==> config.mk <==
export PLATFORM = sky130hd
export DESIGN_NAME = pnt_seq
export DESIGN_NICKNAME = d
export VERILOG_FILES = /design/src/hdl/pnt_pkg.sv /design/src/hdl/pnt_seq.sv
export SDC_FILE = /design/constraint.sdc
export NUM_CORES = 1
export LEC_CHECK = 0
export BUFFER_PORTS_ARGS = -buffer_cell sky130_fd_sc_hd__buf_2
export CAP_MARGIN = 5
export CORE_UTILIZATION = 40
export DETAILED_ROUTE_END_ITERATION = 7
export GPL_ROUTABILITY_DRIVEN = 0
export HOLD_SLACK_MARGIN = 0.12
export PLACE_DENSITY_LB_ADDON = 0.15
export SYNTH_ARGS = -nofsm -noshare
export SYNTH_HDL_FRONTEND = slang
export SYNTH_SLANG_ARGS = --single-unit
==> constraint.sdc <==
create_clock -name clk -period 4.7 [get_ports clk]
set_clock_uncertainty 0.1 [all_clocks]
set_input_delay 0.235 -clock clk [delete_from_list [all_inputs] [get_ports clk]]
set_output_delay 0.235 -clock clk [all_outputs]
set_load 0.02 [all_outputs]
==> src/hdl/pnt_pkg.sv <==
// ----------------------------------------------------------------------------
// Perfect number test package
// Shared widths, limits and the divider status bundle.
// ----------------------------------------------------------------------------
package pnt_pkg;

  localparam int CAND_W         = 16;
  localparam int SUM_OUT_W      = 18;
  localparam int VALUE_BITS_DEF = 16;

  localparam logic [SUM_OUT_W-1:0] SUM_MAX = '1;

  typedef struct packed {
    logic busy;
    logic done;
    logic rem_zero;
  } div_status_t;

endpackage

==> src/hdl/pnt_seq.sv <==
// ----------------------------------------------------------------------------
// Perfect number test sequencer
// Steps the trial divisor, accumulates the divisor sum and issues the result.
// ----------------------------------------------------------------------------
module pnt_seq #(
  parameter int DATA_W = pnt_pkg::CAND_W
) (
  input  logic                          clk,
  input  logic                          rst_n,
  input  logic                          start,
  input  logic [DATA_W-1:0]             value,
  output logic                          busy,
  output logic                          div_go,
  output logic [DATA_W-1:0]             div_dividend,
  output logic [DATA_W-1:0]             div_divisor,
  input  pnt_pkg::div_status_t          div_status,
  output logic                          out_valid,
  output logic                          out_is_perfect,
  output logic [pnt_pkg::SUM_OUT_W-1:0] out_divisor_sum
);
  import pnt_pkg::*;

  localparam int SUM_W = DATA_W + 3;
  localparam int CMP_W = (SUM_W > SUM_OUT_W) ? SUM_W : SUM_OUT_W;

  typedef enum logic [1:0] {
    ST_IDLE,
    ST_ISSUE,
    ST_WAIT
  } state_t;

  state_t               state_r, state_nxt;
  logic [DATA_W-1:0]    n_r, n_nxt;
  logic [DATA_W-1:0]    half_r, half_nxt;
  logic [DATA_W-1:0]    d_r, d_nxt;
  logic [SUM_W-1:0]     sum_r, sum_nxt;
  logic [SUM_W-1:0]     sum_upd;
  logic [CMP_W-1:0]     sum_ext;
  logic                 out_valid_r, out_valid_nxt;
  logic                 out_is_perfect_r, out_is_perfect_nxt;
  logic [SUM_OUT_W-1:0] out_divisor_sum_r, out_divisor_sum_nxt;

  always_comb begin
    state_nxt           = state_r;
    n_nxt               = n_r;
    half_nxt            = half_r;
    d_nxt               = d_r;
    sum_nxt             = sum_r;
    out_valid_nxt       = 1'b0;
    out_is_perfect_nxt  = out_is_perfect_r;
    out_divisor_sum_nxt = out_divisor_sum_r;
    sum_upd             = sum_r + (div_status.rem_zero ? SUM_W'(d_r) : '0);
    sum_ext             = CMP_W'(sum_upd);
    div_go              = 1'b0;
    case (state_r)
      ST_IDLE: begin
        if (start) begin
          n_nxt    = value;
          half_nxt = value >> 1;
          d_nxt    = DATA_W'(1);
          sum_nxt  = '0;
          if ((value >> 1) == '0) begin
            out_valid_nxt       = 1'b1;
            out_is_perfect_nxt  = 1'b0;
            out_divisor_sum_nxt = '0;
          end else begin
            state_nxt = ST_ISSUE;
          end
        end
      end
      ST_ISSUE: begin
        div_go    = 1'b1;
        state_nxt = ST_WAIT;
      end
      ST_WAIT: begin
        if (div_status.done) begin
          sum_nxt = sum_upd;
          if (d_r == half_r) begin
            state_nxt           = ST_IDLE;
            out_valid_nxt       = 1'b1;
            out_is_perfect_nxt  = (sum_upd == SUM_W'(n_r));
            out_divisor_sum_nxt = (sum_ext > CMP_W'(SUM_MAX)) ? SUM_MAX
                                                              : sum_ext[SUM_OUT_W-1:0];
          end else begin
            d_nxt     = d_r + DATA_W'(1);
            state_nxt = ST_ISSUE;
          end
        end
      end
      default: begin
        state_nxt = ST_IDLE;
      end
    endcase
  end

  always_ff @(posedge clk) begin
    if (!rst_n) begin
      state_r     <= ST_IDLE;
      out_valid_r <= 1'b0;
    end else begin
      state_r     <= state_nxt;
      out_valid_r <= out_valid_nxt;
    end
    n_r               <= n_nxt;
    half_r            <= half_nxt;
    d_r               <= d_nxt;
    sum_r             <= sum_nxt;
    out_is_perfect_r  <= out_is_perfect_nxt;
    out_divisor_sum_r <= out_divisor_sum_nxt;
  end

  assign busy            = (state_r != ST_IDLE);
  assign div_dividend    = n_r;
  assign div_divisor     = d_r;
  assign out_valid       = out_valid_r;
  assign out_is_perfect  = out_is_perfect_r;
  assign out_divisor_sum = out_divisor_sum_r;

endmodule

# Word-level counts from Yosys, hierarchy flattened
# Index checks and enable logic that the tools add are counted.
dict set report word_totals {
  register_bits 88
  in_bits 22
  output_inout_bits 54
  elab_cells 60
}
dict set report op_classes {
  n_addsub 2
  magnitude_cmp 1
  eq_ne 10
  n_mux 30
  n_reduce_logical 9
}
# cell count
set ops {}
lappend ops {{2-to-1 mux 18 bit} 5}
lappend ops {{2-to-1 mux 16 bit} 4}
lappend ops {{2-to-1 mux 19 bit} 2}
lappend ops {{one-hot mux 19 bit (2 select lines)} 1}
lappend ops {{one-hot mux 18 bit (2 select lines)} 1}
lappend ops {{one-hot mux 16 bit (2 select lines)} 1}
lappend ops {{adder 19 x 16 -> 19 bit} 1}
lappend ops {{== test 19 x 16 -> 1 bit} 1}
lappend ops {{> comparator 19 x 18 -> 1 bit (second input constant)} 1}
lappend ops {{adder 16 x 1 -> 16 bit (second input constant)} 1}
lappend ops {{== test 16 x 15 -> 1 bit} 1}
lappend ops {{zero test 16 bit} 1}
lappend ops {{!= test 2 bit (second input constant)} 6}
lappend ops {{2-to-1 mux 1 bit} 10}
lappend ops {{2-to-1 mux 2 bit} 3}
lappend ops {{one-hot mux 2 bit (3 select lines)} 1}
lappend ops {{AND reduction 3 bit} 2}
lappend ops {{AND reduction 5 bit} 1}
lappend ops {{one-hot mux 1 bit (2 select lines)} 2}
lappend ops {{AND reduction 4 bit} 1}
lappend ops {{nonzero test 2 bit} 2}
lappend ops {{== test 2 x 1 -> 1 bit (second input constant)} 1}
lappend ops {{== test 2 bit (second input constant)} 1}
lappend ops {{zero test 2 bit} 1}
lappend ops {{AND reduction 2 bit} 1}

# Depth between registers and ports, before layout
# Gate-level depths: netlist of run 1.
dict set report logic_depth {
  depth_word 7
  ltp_mapped 13
}

# Worst setup path after synthesis of run 1
# Ideal clock, no wire load.
dict set report synth_path {
  path_type {register to register}
  from {reg d_r[0], in the netlist div_divisor[0]}
  to {reg out_is_perfect_r, in the netlist out_is_perfect (data pin)}
  arrival_ps 2875
  required_time_ps 4430
  path_slack_ps 1556
  path_stages_with_launch 13
  path_buffers 0
  cell_sequence {edfxtp_1 > and2_1 > ha_1 > inv_1 > fa_1 > xnor2_1 > a211o_1 > a221oi_2 > o311a_1 > nand4_1 > a2111oi_2 > nand4_1 > nor4_2}
}
dict set report synth_via {
  elab_chain_len 6
}
# element line
set synth_lines {}
lappend synth_lines {{start: declaration} pnt_seq.sv:35} ;# logic [DATA_W-1:0] d_r, d_nxt;
lappend synth_lines {{start signal: assignment} pnt_seq.sv:106} ;# d_r <= d_nxt;
lappend synth_lines {{2-to-1 mux 16 bit} pnt_seq.sv:52} ;# sum_upd = sum_r + (div_status.rem_zero ? SUM_W'(d_r) : '0);
lappend synth_lines {{adder 19 x 16 -> 19 bit} pnt_seq.sv:52}
lappend synth_lines {{== test 19 x 16 -> 1 bit} pnt_seq.sv:81} ;# out_is_perfect_nxt = (sum_upd == SUM_W'(n_r));
lappend synth_lines {{2-to-1 mux 1 bit} pnt_seq.sv:78} ;# if (d_r == half_r) begin
lappend synth_lines {{2-to-1 mux 1 bit} pnt_seq.sv:76} ;# if (div_status.done) begin
lappend synth_lines {{one-hot mux 1 bit (2 select lines)} pnt_seq.sv:55} ;# case (state_r)
lappend synth_lines {{end signal: assignment} pnt_seq.sv:108} ;# out_is_perfect_r <= out_is_perfect_nxt;
lappend synth_lines {{end: declaration} pnt_seq.sv:40} ;# logic out_is_perfect_r, out_is_perfect_nxt;
# No other way between the ends. The select of a mux whose other input is x is not followed.
# A chain may end at the register's enable or synchronous reset.

# Worst setup path after layout of run 1
dict set report layout_path {
  from {reg d_r[0], in the netlist div_divisor[0]}
  to {reg out_divisor_sum_r[15], in the netlist out_divisor_sum[15] (data pin)}
}
dict set report layout_via {
  elab_chain_len 7
}
# element line
set layout_lines {}
lappend layout_lines {{2-to-1 mux 16 bit *} pnt_seq.sv:52}
lappend layout_lines {{adder 19 x 16 -> 19 bit *} pnt_seq.sv:52}
lappend layout_lines {{> comparator 19 x 18 -> 1 bit} pnt_seq.sv:82} ;# out_divisor_sum_nxt = (sum_ext > CMP_W'(SUM_MAX)) ? SUM_MAX
lappend layout_lines {{2-to-1 mux 18 bit *} pnt_seq.sv:82}
lappend layout_lines {{2-to-1 mux 18 bit *} pnt_seq.sv:78}
lappend layout_lines {{2-to-1 mux 18 bit *} pnt_seq.sv:76}
lappend layout_lines {{one-hot mux 18 bit (2 select lines) *} pnt_seq.sv:55}
lappend layout_lines {{end signal: assignment} pnt_seq.sv:109} ;# out_divisor_sum_r <= out_divisor_sum_nxt;
lappend layout_lines {{end: declaration} pnt_seq.sv:41} ;# logic [SUM_OUT_W-1:0] out_divisor_sum_r, out_divisor_sum_nxt;
# Every way passes the cells marked *; elsewhere a longest branch is shown, timed or not. The select of a mux whose other input is x is not followed.

==> summary.txt, run 1 <==
non-filler cells, final: 651
synth top area cells: edfxtp_1 48%, xnor2_1 5.8%, ha_1 4.8%, xor2_1 4.2%, and2_1 3.3%
Worst-Skew Late Latency: 360 ps
# Max-Cap Violations: 0
power share of the clock group: 0.298
Logic pwr share: 0.238
crit-path max cell delay: 510 ps
Avg WL per Cell: 17.9 um
Power Internal: 0.00120 W
commonest non-fill, non-tap cell in the layout: buf_2
Slowest cell on crit path: or4_1
dpl cells: 616
share of total power in sequential cells: 0.465
postcts setup bufs: 0
post-synthesis mux area share: 0
post-synth net total: 457
TritonCTS buffer count: 9
die area: 11400 um^2
Async S/R FF share, synth: 0
Core ar.: 10500 um^2
post-cts resize count: 0
largest net degree at the start of global routing: 40
Syn. warnings: 0
DP Wirelength: 8340 um
EDFF count, synth: 70
area grow syn2layout: 20.5%
RSZ-0062 raised after global routing: no
first-pass GRT wire length: 18200 um
CTS Root Cell: clkbuf_8
CP required: 4840 ps
Critical Path End Type: register
sequential share of the synthesized area: 0.493
flop2flop setup slack: 1050 ps
main combinational cell family by area after synthesis: simple AND/OR/NAND/NOR gates
Pwr Total: 0.00176 W
fin crit share: 0.777
largest area contributor in the synthesized netlist: edfxtp_1
Slew HR: 0.443
Setup violations, final: 0
outcome: complete, no violations
CP Max Fanout: 18
fillers: 1026
H-tree lvl count: 3
routed wl met3: 454 um
Leak: 2.08 nW
Net Sw Frac: 0.319
ANT cells: 0
total number of vias: 3487
GRT Util Overall: 0.213
Hold-fix buffers, CTS: 19
net switching power: 0.000561 W
CTS tree: built
Synth Area in XOR/XNOR: 0.111
number of DRC markers in iteration 0: 219
Post-DRT Antenna Nets: 0
TritonCTS Sinks: 73
routed wl met2: 5540 um
Critical Path Source Type: register
Mapped Cells: 417
Final Hold Vio Count: 0
Synth Area in Simple Gates: 0.196
Die Span Y: 107 um
share of the synthesized area in the top cell type: 0.479
FMAX: 274 MHz
Starting Density: 0.419
number of synthesized register bits: 73
Hold WC Path Type: in2reg
share of layout cells above drive strength 1: 0.202
io pins: 76
Congestion Overflow GR: 0
top_reg_cell synth: edfxtp_1
Worst-Margin Slew: 834 ps
Synth Area in Compound Gates: 0.124
post-layout min period: 3650 ps
Setup Crit Path Kind: reg2reg
clk slew on worst S/H paths: 80 ps
CP dominant cell by count: inv_1
number of global-route vias before repair: 3405
DRT Wirelength: 11700 um
Final #Nets: 550
# DRC: 0
most frequent cells in the layout: 74 x buf_2, 70 x edfxtp_1, 35 x nor2_1
critical path, cell by cell: and2_1 -> ha_1 -> inv_1 -> fa_1 -> nand2b_1 -> a21oi_2 -> o21ai_1 -> or4_1 -> nand3_1 -> nand2_1 -> inv_1 -> a21o_1
die width: 107 um
clk buf depth: 2
area of the mapped netlist: 4390 um^2
Pwr Density: 333 nW/um^2
WHS: 206 ps
VDD IR max: 0.000142 V
Synth Area in Adders: 0.0531
initial antenna violation count: 0
Port-buffer cells: 74
via/cell ratio: 5.36
setup TNS: 0 ps
WL met1: 5480 um
Slew Limit Fails: 0
row cnt: 37
crit path DAT: 3790 ps
max layer used: met4
Mapped Avg Cell Area: 10.5 um^2
router iterations before antenna repair: 4
distinct cell type count after synthesis: 53
-- synthesized netlist by cell type, drive strengths merged, types with 2 or more instances --
library cell,count
edfxtp,70
nor2,36
o21ai,31
xnor2,29
nand2,25
a21oi,24
and2,24
xor2,21
ha,17
nand3,15
nand4,14
nand2b,12
clkbuf,11
nor3,10
or3,8
a21o,7
inv,7
buf,5
nor4,5
or2,5
dfxtp,3
o211ai,3
o31ai,3
a211oi,2
a311oi,2
nand3b,2
nor2b,2
o2111ai,2
o21a,2
o22ai,2
or4,2
-- stage by stage --
stage | cell area (um^2) | setup slack [ps] | util
after global placement | 4890 | 1160 | 0.468
after global routing | 5290 | 802 | 0.505
after CTS | 5290 | 1060 | 0.505
after floorplan | 4390 | 1560 | -
after detailed placement | 4890 | 1050 | 0.468
final | 5290 | 1050 | 0.505
-- cell type report --
cell class | count | area [um^2] | share of cell area
timing repair buffer | 98 | 598 | 0.113
tap | 136 | 170 | 0.0322
clock buffer | 10 | 138 | 0.0260
clock inverter | 6 | 65.1 | 0.0123
inverter | 7 | 26.3 | 0.00497
sequential | 73 | 2160 | 0.409
multi-input combinational | 321 | 2130 | 0.402
-- cell families after synthesis --
group | after synthesis
buffers and inverters | 23
adders and majority gates | 18
xor gates and xnor gates | 52
and+or+nand+nor | 164
AOI/OAI and AO/OA | 87
DFF | 73
-- critical path, delay by kind of cell, from the launching register on --
family / cells / cell delay, ps
buffers and inverters: 2 / 260
adder cells (fa/ha/maj): 2 / 570
AND/OR/NAND/NOR: 5 / 1480
flip-flops: 1 / 480
AO/OA/AOI/OAI: 3 / 640
-- registers in the layout, indices dropped and copies added, names as in the netlist --
signal and flops:
sum_r 19, out_divisor_sum 18, div_dividend 16, div_divisor 16
state_r 2, out_is_perfect 1, out_valid 1
-- power groups by stage --
stage,combinational [W],clock [W],sequential [W]
6_report,0.000418,0.000523,0.000816
5_1_grt,0.000460,0.000554,0.000823
4_1_cts,0.000416,0.000534,0.000818
3_5_place_dp,0.000402,0,0.000832
3_3_place_gp,0.000395,0,0.000832
2_1_floorplan,0.000267,0,0.000844
-- layer usage --
metal	track usage	vias to the layer above
li1	-	1726
met1	0.289	1667
met2	0.341	80
met3	0.0462	14
met4	0.0665	0
met5	0	-
-- final timing paths --
| path | startpoint | end | cells past startpoint |
|---|---|---|---|
| max | div_divisor[0]$_SDFFCE_PN1P_ | out_divisor_sum[15]$_SDFFCE_PN0P_ | 12 |
| min reg2reg | state_r[0]$_SDFFE_PN0P_ | out_valid$_SDFF_PN0_ | 1 |
| min | start | state_r[0]$_SDFFE_PN0P_ | 4 |
| max reg2reg | div_divisor[0]$_SDFFCE_PN1P_ | out_divisor_sum[15]$_SDFFCE_PN0P_ | 12 |
(Power assumes the default switching activity.)
==> inputs of run 2 (changes only) <==
- clock period: 4.7 -> 3.8 ns (I/O delays scaled with it)
==> summary.txt, run 2 (synthesis results as in run 1) <==
Pwr Density: 404 nW/um^2 (was 333 nW/um^2)
Hold WC Path Type: in2reg (unchanged)
Power Internal: 0.00148 W (was 0.00120 W)
first-pass GRT wire length: 17900 um (was 18200 um)
FMAX: 295 MHz (was 274 MHz)
Congestion Overflow GR: 0 (unchanged)
# DRC: 0 (unchanged)
Setup violations, final: 0 (unchanged)
io pins: 76 (unchanged)
fillers: 1008 (was 1026)
area grow syn2layout: 20.9% (was 20.5%)
crit path DAT: 3480 ps (was 3790 ps)
router iterations before antenna repair: 5 (was 4)
Slowest cell on crit path: edfxtp_1 (was or4_1)
Multi-input gate area: 2130 um^2 (unchanged)
row cnt: 37 (unchanged)
register area: 2160 um^2 (unchanged)
Hold Path End: state_r[0]$_SDFFE_PN0P_ (unchanged)
Setup Crit Path Kind: reg2reg (unchanged)
critical path, cell by cell: and2_1 -> ha_1 -> inv_1 -> fa_1 -> nand2b_1 -> a21oi_2 -> o21ai_1 -> o2111ai_1 -> nand3_1 -> a2111oi_2 -> nand4_1 -> nor4_2 (was and2_1 -> ha_1 -> inv_1 -> fa_1 -> nand2b_1 -> a21oi_2 -> o21ai_1 -> or4_1 -> nand3_1 -> nand2_1 -> inv_1 -> a21o_1)
worst path bufs/invs: 1 (was 2)
Min-Delay Startpoint: start (unchanged)
via/cell ratio: 5.46 (was 5.36)
crit-path max cell delay: 490 ps (was 510 ps)
post-cts resize count: 0 (unchanged)
Pwr Total: 0.00214 W (was 0.00176 W)
DRT Wirelength: 11400 um (was 11700 um)
CP Max Fanout: 7 (was 18)
Critical Path Source Type: register (unchanged)
TritonCTS Sinks: 73 (unchanged)
TritonCTS buffer count: 9 (unchanged)
share of total power in sequential cells: 0.471 (was 0.465)
Layout Utilization: 0.507 (was 0.505)
Die Span Y: 107 um (unchanged)
DP Wirelength: 8270 um (was 8340 um)
H-tree lvl count: 3 (unchanged)
post-layout min period: 3390 ps (was 3650 ps)
reg2reg end: out_is_perfect$_SDFFCE_PN0P_ (was out_divisor_sum[15]$_SDFFCE_PN0P_)
Slew Limit Fails: 0 (unchanged)
die width: 107 um (unchanged)
CP required: 3890 ps (was 4840 ps)
total number of vias: 3568 (was 3487)
clk slew on worst S/H paths: 80 ps (about the same)
clk buf depth: 2 (unchanged)
Net Sw Frac: 0.311 (was 0.319)
Final Hold Vio Count: 0 (unchanged)
Critical Path End Type: register (unchanged)
worst r2r src: div_divisor[0]$_SDFFCE_PN1P_ (unchanged)
net switching power: 0.000667 W (was 0.000561 W)
Most flops, register: sum_r (unchanged)
max FFs per register: 19 (unchanged)
Hold-fix buffers, CTS: 19 (unchanged)
initial antenna violation count: 0 (unchanged)
Slew HR: 0.413 (was 0.443)
Logic pwr share: 0.240 (was 0.238)
Worst-Skew Late Latency: 370 ps (was 360 ps)
CTS tree: built (unchanged)
RSZ-0062 raised after global routing: no (unchanged)
critical path's top delay family: compound AO/OA/AOI/OAI gates (was simple AND/OR/NAND/NOR gates)
number of global-route vias before repair: 3418 (was 3405)
Final #Nets: 553 (was 550)
Worst-Margin Slew: 879 ps (was 834 ps)
GRT Util Overall: 0.211 (was 0.213)
VDD IR max: 0.000196 V (was 0.000142 V)
largest net degree at the start of global routing: 40 (unchanged)
Critical Path Stages: 12 (unchanged)
Core ar.: 10500 um^2 (unchanged)
commonest non-fill, non-tap cell in the layout: buf_2 (unchanged)
Port-buffer cells: 74 (unchanged)
Avg WL per Cell: 17.5 um (was 17.9 um)
outcome: complete, no violations (unchanged)
Post-DRT Antenna Nets: 0 (unchanged)
CTS Root Cell: clkbuf_8 (unchanged)
setup TNS: 0 ps (unchanged)
flop2flop setup slack: 410 ps (was 1050 ps)
number of DRC markers in iteration 0: 177 (was 219)
ANT cells: 0 (unchanged)
share of layout cells above drive strength 1: 0.205 (was 0.202)
postcts setup bufs: 0 (unchanged)
R2R cell count: 12 (unchanged)
WHS Path Cells: 4 (unchanged)
die area: 11400 um^2 (unchanged)
fin crit share: 0.891 (was 0.777)
Starting Density: 0.419 (unchanged)
Leak: 2.09 nW (was 2.08 nW)
most frequent cells in the layout: 74 x buf_2, 70 x edfxtp_1, 35 x nor2_1 (unchanged)
# Max-Cap Violations: 0 (unchanged)
power share of the clock group: 0.289 (was 0.298)
-- run 2: cell count changes in the layout (fill, tap and decap cells not counted) --
cell | previous run | this run
clkinv_4 | 0 | 1
inv_6 | 2 | 0
clkbuf_1 | 0 | 1
buf_4 | 5 | 8
-- run 2: power groups by stage --
stage	registers [W]	logic [W]	clock network, W
2_1_floorplan	0.00104	0.000330	0
3_3_place_gp	0.00103	0.000492	0
3_5_place_dp	0.00103	0.000496	0
4_1_cts	0.00101	0.000514	0.000638
5_1_grt	0.00102	0.000569	0.000664
6_report	0.00101	0.000516	0.000620
-- run 2: metal layers --
metal / global-route usage / share of wire / vias to the layer above
li1: - / - / 1724
met1: 0.285 / 0.46 / 1701
met2: 0.319 / 0.46 / 121
met3: 0.0486 / 0.054 / 22
met4: 0.0988 / 0.029 / 0
met5: 0 / 0 / -
-- run 2: area by class of cell --
class	instances	area share
Tap cell	136	0.0321
Inverter	7	0.00496
Sequential cell	73	0.408
Timing Repair Buffer	101	0.117
Clock inverter	5	0.0106
Clock buffer	11	0.0267
Multi-Input combinational cell	321	0.401
-- run 2: tightest hold or removal path: stages --
cell,delay [ps]
buf_2,110
nand2_1,50
o22ai_1,70
and3b_1,170
-- run 2: worst max-delay path by stage --
stage / endpoint / slack (ps) / from
4_1_cts: out_is_perfect$_SDFFCE_PN0P_ / 410 / div_divisor[0]$_SDFFCE_PN1P_
5_1_grt: out_is_perfect$_SDFFCE_PN0P_ / 140 / div_divisor[0]$_SDFFCE_PN1P_
6_report: out_is_perfect$_SDFFCE_PN0P_ / 410 / div_divisor[0]$_SDFFCE_PN1P_
2_1_floorplan: out_is_perfect$_SDFFCE_PN0P_ / 660 / div_divisor[0]$_SDFFCE_PN1P_
3_5_place_dp: out_is_perfect$_SDFFCE_PN0P_ / 450 / div_divisor[0]$_SDFFCE_PN1P_
3_3_place_gp: out_is_perfect$_SDFFCE_PN0P_ / 510 / div_divisor[0]$_SDFFCE_PN1P_
-- run 2: metrics by stage --
step           instance area (um^2)  setup WS [ps]  instances  hold slack (ps)
6_report                       5300            413        654              160
5_1_grt                        5300            135        654              170
4_1_cts                        5300            411        654              137
3_5_place_dp                   4910            447        619              275
3_3_place_gp                   4910            505        619              268
2_1_floorplan                  4390            656        417              189
==> inputs of run 3 (changes only) <==
--- a/config.mk
+++ b/config.mk
@@ -13,4 +13,5 @@
 export HOLD_SLACK_MARGIN = 0.12
 export PLACE_DENSITY_LB_ADDON = 0.15
+export REMOVE_ABC_BUFFERS = 1
 export SYNTH_ARGS = -nofsm -noshare
 export SYNTH_HDL_FRONTEND = slang
==> constraint.sdc (replaced) <==
create_clock -name clk -period 3.8 [get_ports clk]
set_clock_uncertainty 0.1 [all_clocks]
set_input_delay 0.19 -clock clk [delete_from_list [all_inputs] [get_ports clk]]
set_output_delay 0.19 -clock clk [all_outputs]
set_load 0.05 [all_outputs]
==> summary.txt, run 3 (synthesis results as in run 1) <==
outcome: complete, no violations (unchanged)
Setup violations, final: 0 (unchanged)
total number of vias: 3563 (was 3568)
Starting Density: 0.419 (unchanged)
non-filler cells, final: 654 (unchanged)
clk buf depth: 2 (unchanged)
FMAX: 295 MHz (about the same)
# Max-Cap Violations: 0 (unchanged)
critical path, cell by cell: and2_1 -> ha_1 -> inv_1 -> fa_1 -> nand2b_1 -> a21oi_2 -> o21ai_1 -> o2111ai_1 -> nand3_1 -> a2111oi_2 -> nand4_1 -> nor4_2 (unchanged)
share of layout cells above drive strength 1: 0.201 (was 0.205)
Layout Utilization: 0.503 (was 0.507)
die area: 11400 um^2 (unchanged)
number of global-route vias before repair: 3397 (was 3418)
TritonCTS buffer count: 9 (unchanged)
crit-path max cell delay: 480 ps (was 490 ps)
Core ar.: 10500 um^2 (unchanged)
Congestion Overflow GR: 0 (unchanged)
largest net degree at the start of global routing: 40 (unchanged)
ANT cells: 0 (unchanged)
area grow syn2layout: 20.0% (was 20.9%)
H-tree lvl count: 3 (unchanged)
Pwr Total: 0.00214 W (about the same)
die width: 107 um (unchanged)
TritonCTS Sinks: 73 (unchanged)
critical path's top delay family: compound AO/OA/AOI/OAI gates (unchanged)
crit path launch: div_divisor[0]$_SDFFCE_PN1P_ (unchanged)
Setup Crit Path Kind: reg2reg (unchanged)
Slew HR: 0.421 (was 0.413)
GRT Util Overall: 0.205 (was 0.211)
first-pass GRT wire length: 17600 um (was 17900 um)
VDD IR max: 0.000214 V (was 0.000196 V)
DRT Wirelength: 11200 um (was 11400 um)
io pins: 76 (unchanged)
post-layout min period: 3390 ps (about the same)
Most flops, register: sum_r (unchanged)
clk slew on worst S/H paths: 80 ps (about the same)
Pwr Density: 406 nW/um^2 (was 404 nW/um^2)
worst r2r src: div_divisor[0]$_SDFFCE_PN1P_ (unchanged)
row cnt: 37 (unchanged)
max FFs per register: 19 (unchanged)
Worst-Margin Slew: 868 ps (was 879 ps)
Slew Limit Fails: 0 (unchanged)
crit path DAT: 3480 ps (about the same)
RSZ-0062 raised after global routing: no (unchanged)
Port-buffer cells: 74 (unchanged)
setup TNS: 0 ps (unchanged)
via/cell ratio: 5.45 (was 5.46)
Post-DRT Antenna Nets: 0 (unchanged)
CP Max Fanout: 7 (unchanged)
Hold WC Path Type: in2reg (unchanged)
# DRC: 0 (unchanged)
Critical Path End Type: register (unchanged)
number of DRC markers in iteration 0: 187 (was 177)
worst path bufs/invs: 1 (unchanged)
CP required: 3890 ps (about the same)
Die Span Y: 107 um (unchanged)
post-cts resize count: 0 (unchanged)
dpl cells: 619 (unchanged)
Min-Delay Startpoint: start (unchanged)
CTS Root Cell: clkbuf_8 (unchanged)
DP Wirelength: 8220 um (was 8270 um)
Slowest cell on crit path: edfxtp_1 (unchanged)
WHS: 162 ps (was 160 ps)
initial antenna violation count: 0 (unchanged)
Final #Nets: 553 (unchanged)
fin crit share: 0.891 (about the same)
CTS tree: built (unchanged)
Avg WL per Cell: 17.1 um (was 17.5 um)
Worst-Skew Late Latency: 360 ps (was 370 ps)
most frequent cells in the layout: 74 x buf_2, 70 x edfxtp_1, 36 x nor2_1 (was 74 x buf_2, 70 x edfxtp_1, 35 x nor2_1)
commonest non-fill, non-tap cell in the layout: buf_2 (unchanged)
Leak: 2.08 nW (was 2.09 nW)
Critical Path Source Type: register (unchanged)
router iterations before antenna repair: 5 (unchanged)
Final Hold Vio Count: 0 (unchanged)
-- run 3: cell count changes in the layout (fill, tap and decap cells not counted) --
cell and change:
bufinv_16 -1, clkbuf_8 -1, clkinv_1 +1, clkinv_2 +1
nor2_1 +1, nor2_2 -1
-- run 3: where the power goes --
| group | internal (W) | switching [W] | total (W) | leakage [nW] |
|---|---|---|---|---|
| combinational | 0.000208 | 0.000382 | 0.000590 | 1.29 |
| sequential | 0.000950 | 0.0000583 | 0.00101 | 0.710 |
| clock | 0.000233 | 0.000304 | 0.000537 | 0.0835 |
-- run 3: layout make-up --
| class | count | area, um^2 |
|---|---|---|
| Sequential cell | 73 | 2160 |
| Multi-Input combinational cell | 321 | 2120 |
| Clock inverter | 6 | 35.0 |
| Clock buffer | 10 | 128 |
| Fill cell | 991 | 5200 |
| Timing Repair Buffer | 101 | 621 |
| Inverter | 7 | 26.3 |
| Tap cell | 136 | 170 |
-- run 3: per-layer routing --
metal | GRT usage | share of wire | vias to the layer above
li1 | - | - | 1734
met1 | 0.281 | 0.45 | 1691
met2 | 0.332 | 0.48 | 127
met3 | 0.0267 | 0.056 | 11
met4 | 0.0734 | 0.013 | 0
met5 | 0 | 0 | -
-- run 3: worst paths after layout --
check	to	slack, ps	cells after the start
setup / recovery	out_is_perfect$_SDFFCE_PN0P_	410	12
hold reg to reg	out_valid$_SDFF_PN0_	440	1
hold / removal	state_r[0]$_SDFFE_PN0P_	160	4
setup reg to reg	out_is_perfect$_SDFFCE_PN0P_	410	12
-- run 3: worst min-delay path: stages --
cell and delay, ps:
buf_2 100, nand2_1 50, o22ai_1 70, and3b_1 170
-- run 3: repair_timing --
action / CTS / global route
hold buffers: 19 / 0
endpoints found under the hold margin: 19 / 0
setup buffers: 0 / 0
-- run 3: stage by stage --
step	worst slack, ps	area [um^2]
final	414	5270
after global placement	486	4910
after detailed placement	428	4910
after global routing	106	5270
after CTS	403	5270
after floorplan	469	4310
